### config.mk
export PLATFORM = sky130hd
export DESIGN_NAME = svm_exec
export DESIGN_NICKNAME = d
export VERILOG_FILES = /design/src/rtl/stack_vm_execute_unit_macros.svh /design/src/rtl/svm_pkg.sv /design/src/rtl/svm_exec.sv
export SDC_FILE = /design/constraint.sdc
export NUM_CORES = 2
export LEC_CHECK = 0
export BUFFER_PORTS_ARGS = -buffer_cell sky130_fd_sc_hd__buf_2
export CORE_UTILIZATION = 41
export DETAILED_ROUTE_END_ITERATION = 8
export GPL_TIMING_DRIVEN = 0
export PLACE_DENSITY_LB_ADDON = 0.12
export SYNTH_ARGS = -nofsm -noshare
export SYNTH_HDL_FRONTEND = slang
export SYNTH_SLANG_ARGS = --single-unit
### constraint.sdc
create_clock -name vclk -period 6.5
set_input_delay 0.325 -clock vclk [all_inputs]
set_output_delay 0.325 -clock vclk [all_outputs]
set_load 0.02 [all_outputs]
### src/rtl/stack_vm_execute_unit_macros.svh
// ----------------------------------------------------------------------------
// Stack VM execute unit assertion macros
// Concurrent assertion wrappers used by the execute unit top-level RTL.
// ----------------------------------------------------------------------------
`ifndef STACK_VM_EXECUTE_UNIT_MACROS_SVH
`define STACK_VM_EXECUTE_UNIT_MACROS_SVH

`ifndef ASSERT_OFF

// Same-cycle implication, checked out of reset.
`define SVM_ASSERT(lbl, clk, rst_n, prop, msg) \
    lbl: assert property (@(posedge clk) disable iff (!rst_n) prop) else $error(msg);

// Next-cycle implication, checked out of reset.
`define SVM_ASSERT_NEXT(lbl, clk, rst_n, ante, cons, msg) \
    lbl: assert property (@(posedge clk) disable iff (!rst_n) (ante) |=> (cons)) \
        else $error(msg);

`else

`define SVM_ASSERT(lbl, clk, rst_n, prop, msg)
`define SVM_ASSERT_NEXT(lbl, clk, rst_n, ante, cons, msg)

`endif

`endif

### src/rtl/svm_pkg.sv
// ----------------------------------------------------------------------------
// Stack VM package
// Opcodes, status codes, fixed widths and shared structs of the execute unit.
// ----------------------------------------------------------------------------
`timescale 1ns / 1ps

package svm_pkg;

    localparam int WORD_W     = 32;
    localparam int CMD_W      = 4;
    localparam int TGT_W      = 8;
    localparam int PC_W       = 9;
    localparam int LEN_W      = 9;
    localparam int ST_W       = 3;
    localparam int PROG_DEPTH = 256;

    localparam logic [LEN_W-1:0] LEN_RESET = LEN_W'(256);

    typedef enum logic [CMD_W-1:0] {
        CMD_NOP     = 4'd0,
        CMD_EXIT    = 4'd1,
        CMD_PUSH    = 4'd2,
        CMD_POP     = 4'd3,
        CMD_PRINT   = 4'd4,
        CMD_ADD     = 4'd5,
        CMD_SUB     = 4'd6,
        CMD_MUL     = 4'd7,
        CMD_LOAD    = 4'd8,
        CMD_SET     = 4'd9,
        CMD_STORE   = 4'd10,
        CMD_JMP     = 4'd11,
        CMD_SETJMP  = 4'd12,
        CMD_LOOP    = 4'd13,
        CMD_JMPLOOP = 4'd14
    } t_cmd;

    typedef enum logic [ST_W-1:0] {
        ST_RUN     = 3'd0,
        ST_EXIT    = 3'd1,
        ST_END     = 3'd2,
        ST_OVER    = 3'd3,
        ST_UNDER   = 3'd4,
        ST_BADADDR = 3'd5
    } t_status;

    // Architectural scalar state, passed between the control and execute logic.
    typedef struct packed {
        logic [WORD_W-1:0] jump_ref;
        logic [WORD_W-1:0] loop_count;
        logic [PC_W-1:0]   pc;
        t_status           status;
    } t_arch;

    // Execute-stage side effects other than the stack pointer and write address.
    typedef struct packed {
        logic              we;
        logic [WORD_W-1:0] wdata;
        logic              print_valid;
        logic [WORD_W-1:0] print_value;
    } t_exec_fx;

endpackage

### src/rtl/svm_exec.sv
// ----------------------------------------------------------------------------
// Stack VM instruction execute
// Decodes one instruction against the current state and stack words and
// produces the next state, the stack write and the print result.
// ----------------------------------------------------------------------------
`timescale 1ns / 1ps

module svm_exec import svm_pkg::*; #(
    parameter int STACK_DEPTH = 32768,
    parameter int SP_W        = 15
) (
    input  logic [CMD_W-1:0]  i_cmd,
    input  logic [WORD_W-1:0] i_operand,
    input  logic [TGT_W-1:0]  i_target,
    input  logic [LEN_W-1:0]  i_len,
    input  logic [SP_W-1:0]   i_top,
    input  t_arch             i_arch,
    input  logic [WORD_W-1:0] i_word_a,
    input  logic [WORD_W-1:0] i_word_b,
    output logic [SP_W-1:0]   o_top,
    output t_arch             o_arch,
    output logic [SP_W-1:0]   o_waddr,
    output t_exec_fx          o_fx
);

    logic [SP_W:0]       top_inc;
    logic                can_push;
    logic                addr_ok;
    logic [WORD_W-1:0]   prod;
    logic [WORD_W-1:0]   arith;
    logic [PC_W-1:0]     next_pc;
    logic [PC_W-1:0]     len_eff;

    assign top_inc  = (SP_W+1)'(i_top) + (SP_W+1)'(1);
    assign can_push = top_inc < (SP_W+1)'(STACK_DEPTH);
    assign addr_ok  = !i_operand[WORD_W-1] && (i_operand < WORD_W'(STACK_DEPTH));
    assign prod     = i_word_a * i_word_b;
    assign len_eff  = (i_len > LEN_W'(PROG_DEPTH)) ? LEN_W'(PROG_DEPTH) : i_len;

    always_comb begin
        case (i_cmd)
            CMD_ADD: arith = i_word_a + i_word_b;
            CMD_SUB: arith = i_word_a - i_word_b;
            default: arith = prod;
        endcase
    end

    always_comb begin
        o_arch  = i_arch;
        o_top   = i_top;
        o_waddr = top_inc[SP_W-1:0];
        o_fx    = '0;
        next_pc = i_arch.pc + PC_W'(1);

        if (o_arch.status == ST_RUN && i_arch.pc >= len_eff) begin
            o_arch.status = ST_END;
        end

        if (o_arch.status == ST_RUN) begin
            case (i_cmd)
                CMD_EXIT: begin
                    o_arch.status = ST_EXIT;
                end
                CMD_PUSH: begin
                    if (can_push) begin
                        o_top           = top_inc[SP_W-1:0];
                        o_fx.we         = 1'b1;
                        o_fx.wdata      = i_operand;
                        o_arch.jump_ref = i_operand;
                    end else begin
                        o_arch.status = ST_OVER;
                    end
                end
                CMD_POP: begin
                    if (i_top == '0) begin
                        o_arch.status = ST_UNDER;
                    end else begin
                        o_top = i_top - SP_W'(1);
                    end
                end
                CMD_PRINT: begin
                    o_fx.print_valid = 1'b1;
                    o_fx.print_value = i_word_a;
                end
                CMD_ADD, CMD_SUB, CMD_MUL: begin
                    if (i_top == '0) begin
                        o_arch.status = ST_UNDER;
                    end else if (!can_push) begin
                        o_arch.status = ST_OVER;
                    end else begin
                        o_top           = top_inc[SP_W-1:0];
                        o_fx.we         = 1'b1;
                        o_fx.wdata      = arith;
                        o_arch.jump_ref = arith;
                    end
                end
                CMD_LOAD: begin
                    if (!addr_ok) begin
                        o_arch.status = ST_BADADDR;
                    end else if (!can_push) begin
                        o_arch.status = ST_OVER;
                    end else begin
                        o_top           = top_inc[SP_W-1:0];
                        o_fx.we         = 1'b1;
                        o_fx.wdata      = i_word_a;
                        o_arch.jump_ref = i_word_a;
                    end
                end
                CMD_SET: begin
                    if (!addr_ok) begin
                        o_arch.status = ST_BADADDR;
                    end else begin
                        o_top = i_operand[SP_W-1:0];
                    end
                end
                CMD_STORE: begin
                    if (!addr_ok) begin
                        o_arch.status = ST_BADADDR;
                    end else begin
                        o_fx.we    = 1'b1;
                        o_waddr    = i_operand[SP_W-1:0];
                        o_fx.wdata = i_word_a;
                    end
                end
                CMD_JMP: begin
                    if ($signed(i_operand) >= $signed(i_arch.jump_ref)) begin
                        next_pc = PC_W'(i_target) + PC_W'(1);
                    end
                end
                CMD_LOOP: begin
                    if (i_operand == '0) begin
                        o_arch.loop_count = '0;
                    end else begin
                        o_arch.loop_count = i_arch.loop_count + WORD_W'(1);
                    end
                end
                CMD_JMPLOOP: begin
                    if ($signed(i_operand) >= $signed(i_arch.loop_count)) begin
                        next_pc = PC_W'(i_target) + PC_W'(1);
                    end
                end
                default: begin
                end
            endcase

            // Advance only when the instruction left the machine running.
            if (o_arch.status == ST_RUN) begin
                o_arch.pc = next_pc;
                if (next_pc >= len_eff) begin
                    o_arch.status = ST_END;
                end
            end
        end
    end

endmodule
# After elaboration in Yosys (flattened, before gate mapping)

Index checks and enable logic that the tools add are counted.

Add/subtract/negate cells: 7
$mul: 1
Order comparisons: 7
Equality and inequality tests: 13
Muxes and demuxes: 44
Reduce and logical (&&, ||, !) cells: 10

Operators with widths:

| operator              | count |
|---|---|
| $mux 33               | 7 |
| $mux 32               | 7 |
| $mux 15               | 9 |
| $pmux 33 s4           | 1 |
| $pmux 32 s3           | 1 |
| $mux 76               | 1 |
| $pmux 15 s5           | 1 |
| $mux 66               | 1 |
| $ge 32x32->1          | 2 |
| $pmux 32 s2           | 1 |
| $mux 9                | 4 |
| $add 32x1->32 const B | 1 |
| $add 32x32->32        | 1 |
| $logic_not 32->1      | 1 |
| $lt 32x16->1 const B  | 1 |
| $mul 32x32->32        | 1 |
| $sub 32x32->32        | 1 |
| $eq 4x4->1 const B    | 6 |
| $mux 3                | 8 |
| $ge 9x9->1            | 2 |
| $pmux 3 s6            | 1 |
| $pmux 9 s2            | 1 |
| $add 15x1->16 const B | 1 |
| $eq 4x3->1 const B    | 4 |
| other kinds (14)      | 18 |

Register bits after elaboration: 0
Input port bits: 208
Output and inout port bits: 172
Logic and storage cells: 82

# Logic depth before layout (Yosys ltp)

Depth after elaboration: 12
Gate-level depth with buffers: 27
Mapped depth without buffers: 25

# Worst setup path after synthesis

No wires, ideal clock.

Path kind: input -> output
From: input port i_word_b[8]
To: output port o_arch[75] (netlist name)
Arrival time: 6.988 ns
Required time: 6.175 ns
Slack: -0.813 ns
Cell stages on the path: 24
Path buffers: 2
Cell sequence: clkbuf_1 buf_1 nand2_1 fa_1 inv_1 fa_1 fa_1 inv_1 fa_1 inv_1 fa_1 inv_1 fa_1 inv_1 fa_1 fa_1 ha_1 nand4_1 a2111o_1 and3_1 o31ai_1 xor2_1 nand2_1 a32oi_1

RTL lines:

| what        | RTL line       | RTL |
|---|---|---|
| from (decl) | svm_exec.sv:19 | `input logic [WORD_W-1:0] i_word_b,` |
| to (decl)   | svm_exec.sv:21 | `output t_arch o_arch,` |

==> impl_results.md <==
- Failing checks: setup timing
- Largest net degree at the start of global routing: 15
- DR pass1 iterations: 9
- Routed WL per cell: 25.7 µm
- Fin crit share: 117%
- Slew Viols, Final: 0
- GR Util All Layers: about 36%
- Worst-Margin Slew: around 1300 ps
- Gpl congestion: 1.00
- Run status: finished, violations left
- Worst Setup EP: o_fx[62]
- Final hold violation count: 0
- Fin nets: approximately 4500
- FFs & Latches: 0
- Synth Warn #: 0
- # hold bufs at CTS: 0
- CP Max Fanout: 10
- Grt ovf: 0
- Post-synthesis cell area: ~25000 µm²
- Hold WC Path Type: primary input to output pin
- CP Class: primary input to output pin
- Top cells by area, synth: fa_1 (33%), ha_1 (12%), and2_1 (8.3%)
- Hpwl dp: 93.1 mm
- Top-area cell type share of the netlist area: 32.5%
- Share of cells above drive strength 1: between 20% and 30%
- Number of buffers inserted by port buffering: approximately 370
- Die height: around 250 µm
- Top achievable clock speed: roughly 130 MHz
- Unrepaired setup endpoints after global routing: true
- Fillers: ~5900
- Worst setup margin: -1100 ps
- Core area: slightly above 60000 µm²
- Die area: 62400 µm²
- Overall routed net length: roughly 110 mm
- Slew Limit Headroom: 11.6%
- Synth Net Count: ~4000
- # DRC: 0
- Layout area overhead: 27.3%
- Arrival time worst endpoint: between 7000 and 8000 ps
- Post-DR vias/cell: 5.77
- Leading area contributor after synthesis: fa_1
- Ports: between 300 and 400
- Total number of vias: 25700
- Most common cell in the synthesized netlist: inv_1
- Setup crit end kind: output pin
- Clock buf count: 0
- Maxcap violations: 0
- Final Setup Violations: 44
- Post-synth cell types: just under 90
- Flip-flop and latch area: 0 µm²
- Detail Route Antenna Nets: 0
- Vias in the first global route: ~26000
- Post-synthesis sequential area ratio: 0%
- Post-synth top cells: inv_1 (490), nand2_1 (422), fa_1 (409)
- First-pass GRT wire length: ~170 mm
- DIE WIDTH: 250 µm
- Syn Inst Count: between 3000 and 4000
- Initial antenna violation count: 14
- Initial DRC Count: ~2200
- Starting Density: approximately two fifths
- Total negative slack: -33080 ps
- Area of the multi-input gates: 24200 µm²
- CP Data Required Time: between 6000 and 7000 ps
- Fin crit period: 7600 ps
- Setup crit start: i_word_a[10]
- Avg Inst Size Synth: between 7 and 8 µm²
- FP Rows: 90
- CP startpoint kind: primary input
## critical path: stages
cell and delay (ps):
buf_4 190, buf_8 170, and2_1 160, fa_1 460, fa_1 500, fa_1 500
inv_2 40, fa_1 520, inv_2 50, fa_1 480, inv_1 50, fa_1 480
inv_1 50, fa_1 500, fa_2 490, ha_4 320, inv_2 60, o31ai_2 240
a311o_1 310, nand2b_1 140, and3_4 220, o21a_1 200, o21ai_2 190, nand2_1 110
o311a_4 370, buf_6 150
## worst min-delay path by stage
stage / startpoint / endpoint / depth (start not counted)
after floorplan: i_top[0] / o_waddr[0] / 1
after global placement: i_arch[25] / o_arch[25] / 3
after detailed placement: i_arch[1] / o_arch[1] / 3
after CTS: i_arch[54] / o_arch[54] / 3
after global routing: i_arch[54] / o_arch[54] / 3
final: i_arch[54] / o_arch[54] / 3
## routing by layer
layer | vias to the layer above | GRT usage, % | routed length (µm)
met1 | 12700 | 45.0 | 44600
li1 | 11400 | - | -
met4 | 10 | 19.6 | 7990
met2 | 1250 | 60.1 | 52100
met5 | - | 0 | 58
met3 | 327 | 5.68 | 9800
## cell usage in the layout, fill, tap and decap left out, types with 12 or more instances in the layout
master | netlist | layout
xnor2_1 | 126 | 115
clkbuf_16 | 0 | 36
a22oi_1 | 28 | 17
ha_1 | 243 | 218
nand2b_1 | 24 | 24
nand4_1 | 33 | 33
nor3_1 | 30 | 29
o21a_1 | 20 | 20
o21ai_0 | 110 | 93
nor4_1 | 27 | 26
buf_4 | 0 | 111
clkbuf_1 | 163 | 59
clkbuf_8 | 3 | 31
a222oi_1 | 28 | 28
a21o_1 | 31 | 31
buf_6 | 0 | 60
or3_1 | 22 | 21
inv_1 | 490 | 478
nand2_1 | 422 | 413
fa_2 | 0 | 44
o31ai_1 | 21 | 15
buf_2 | 7 | 300
and3_1 | 17 | 15
buf_8 | 0 | 14
a21oi_1 | 131 | 97
xor2_1 | 46 | 42
nor2b_1 | 19 | 19
ha_4 | 0 | 25
nor2_1 | 136 | 128
a21oi_2 | 0 | 25
fa_1 | 409 | 365
inv_2 | 0 | 12
and2_4 | 0 | 18
mux2_2 | 18 | 17
nand3_1 | 40 | 32
and2_1 | 332 | 314
## kinds of logic (layout without fill, tap and decap cells)
logic type                 after synthesis  in the layout  synth area share [%]
and+or+nand+nor                       1156           1156                  23.3
adders and majority gates              652            652                  44.6
muxes                                   32             32                  1.50
buffers and inverters                  668           1128                  10.1
AOI/OAI and AO/OA                      529            529                  14.3
xor gates and xnor gates               173            173                  6.08
other                                    0              4                     0
## stage by stage
stage	instances	utilization [%]	hold WS, ps	cell area (µm²)	worst slack, ps
after floorplan	3210	-	779	25700	-402
after global placement	4359	47.1	993	28500	-2650
after detailed placement	4359	47.1	993	28500	-2680
after CTS	4428	51.8	991	31300	-1030
after global routing	4452	52.9	1000	32000	-1200
final	4456	52.9	990	32000	-1100
## area by class of cell
class                      count  share of cell area (%)
multi-input combinational   2542                    75.5
timing repair buffer         475                    9.92
inverter                     491                    5.76
buffer                       162                    5.75
tap                          782                    3.06
antenna                        4                  0.0313
## repair_timing
item / CTS / global route
pin swaps: 151 / 106
cloned: 2 / 0
gates resized for setup: 517 / 121
endpoints found under the hold margin: 0 / 0
setup endpoints to repair: 48 / 46
buffers inserted: 80 / 29
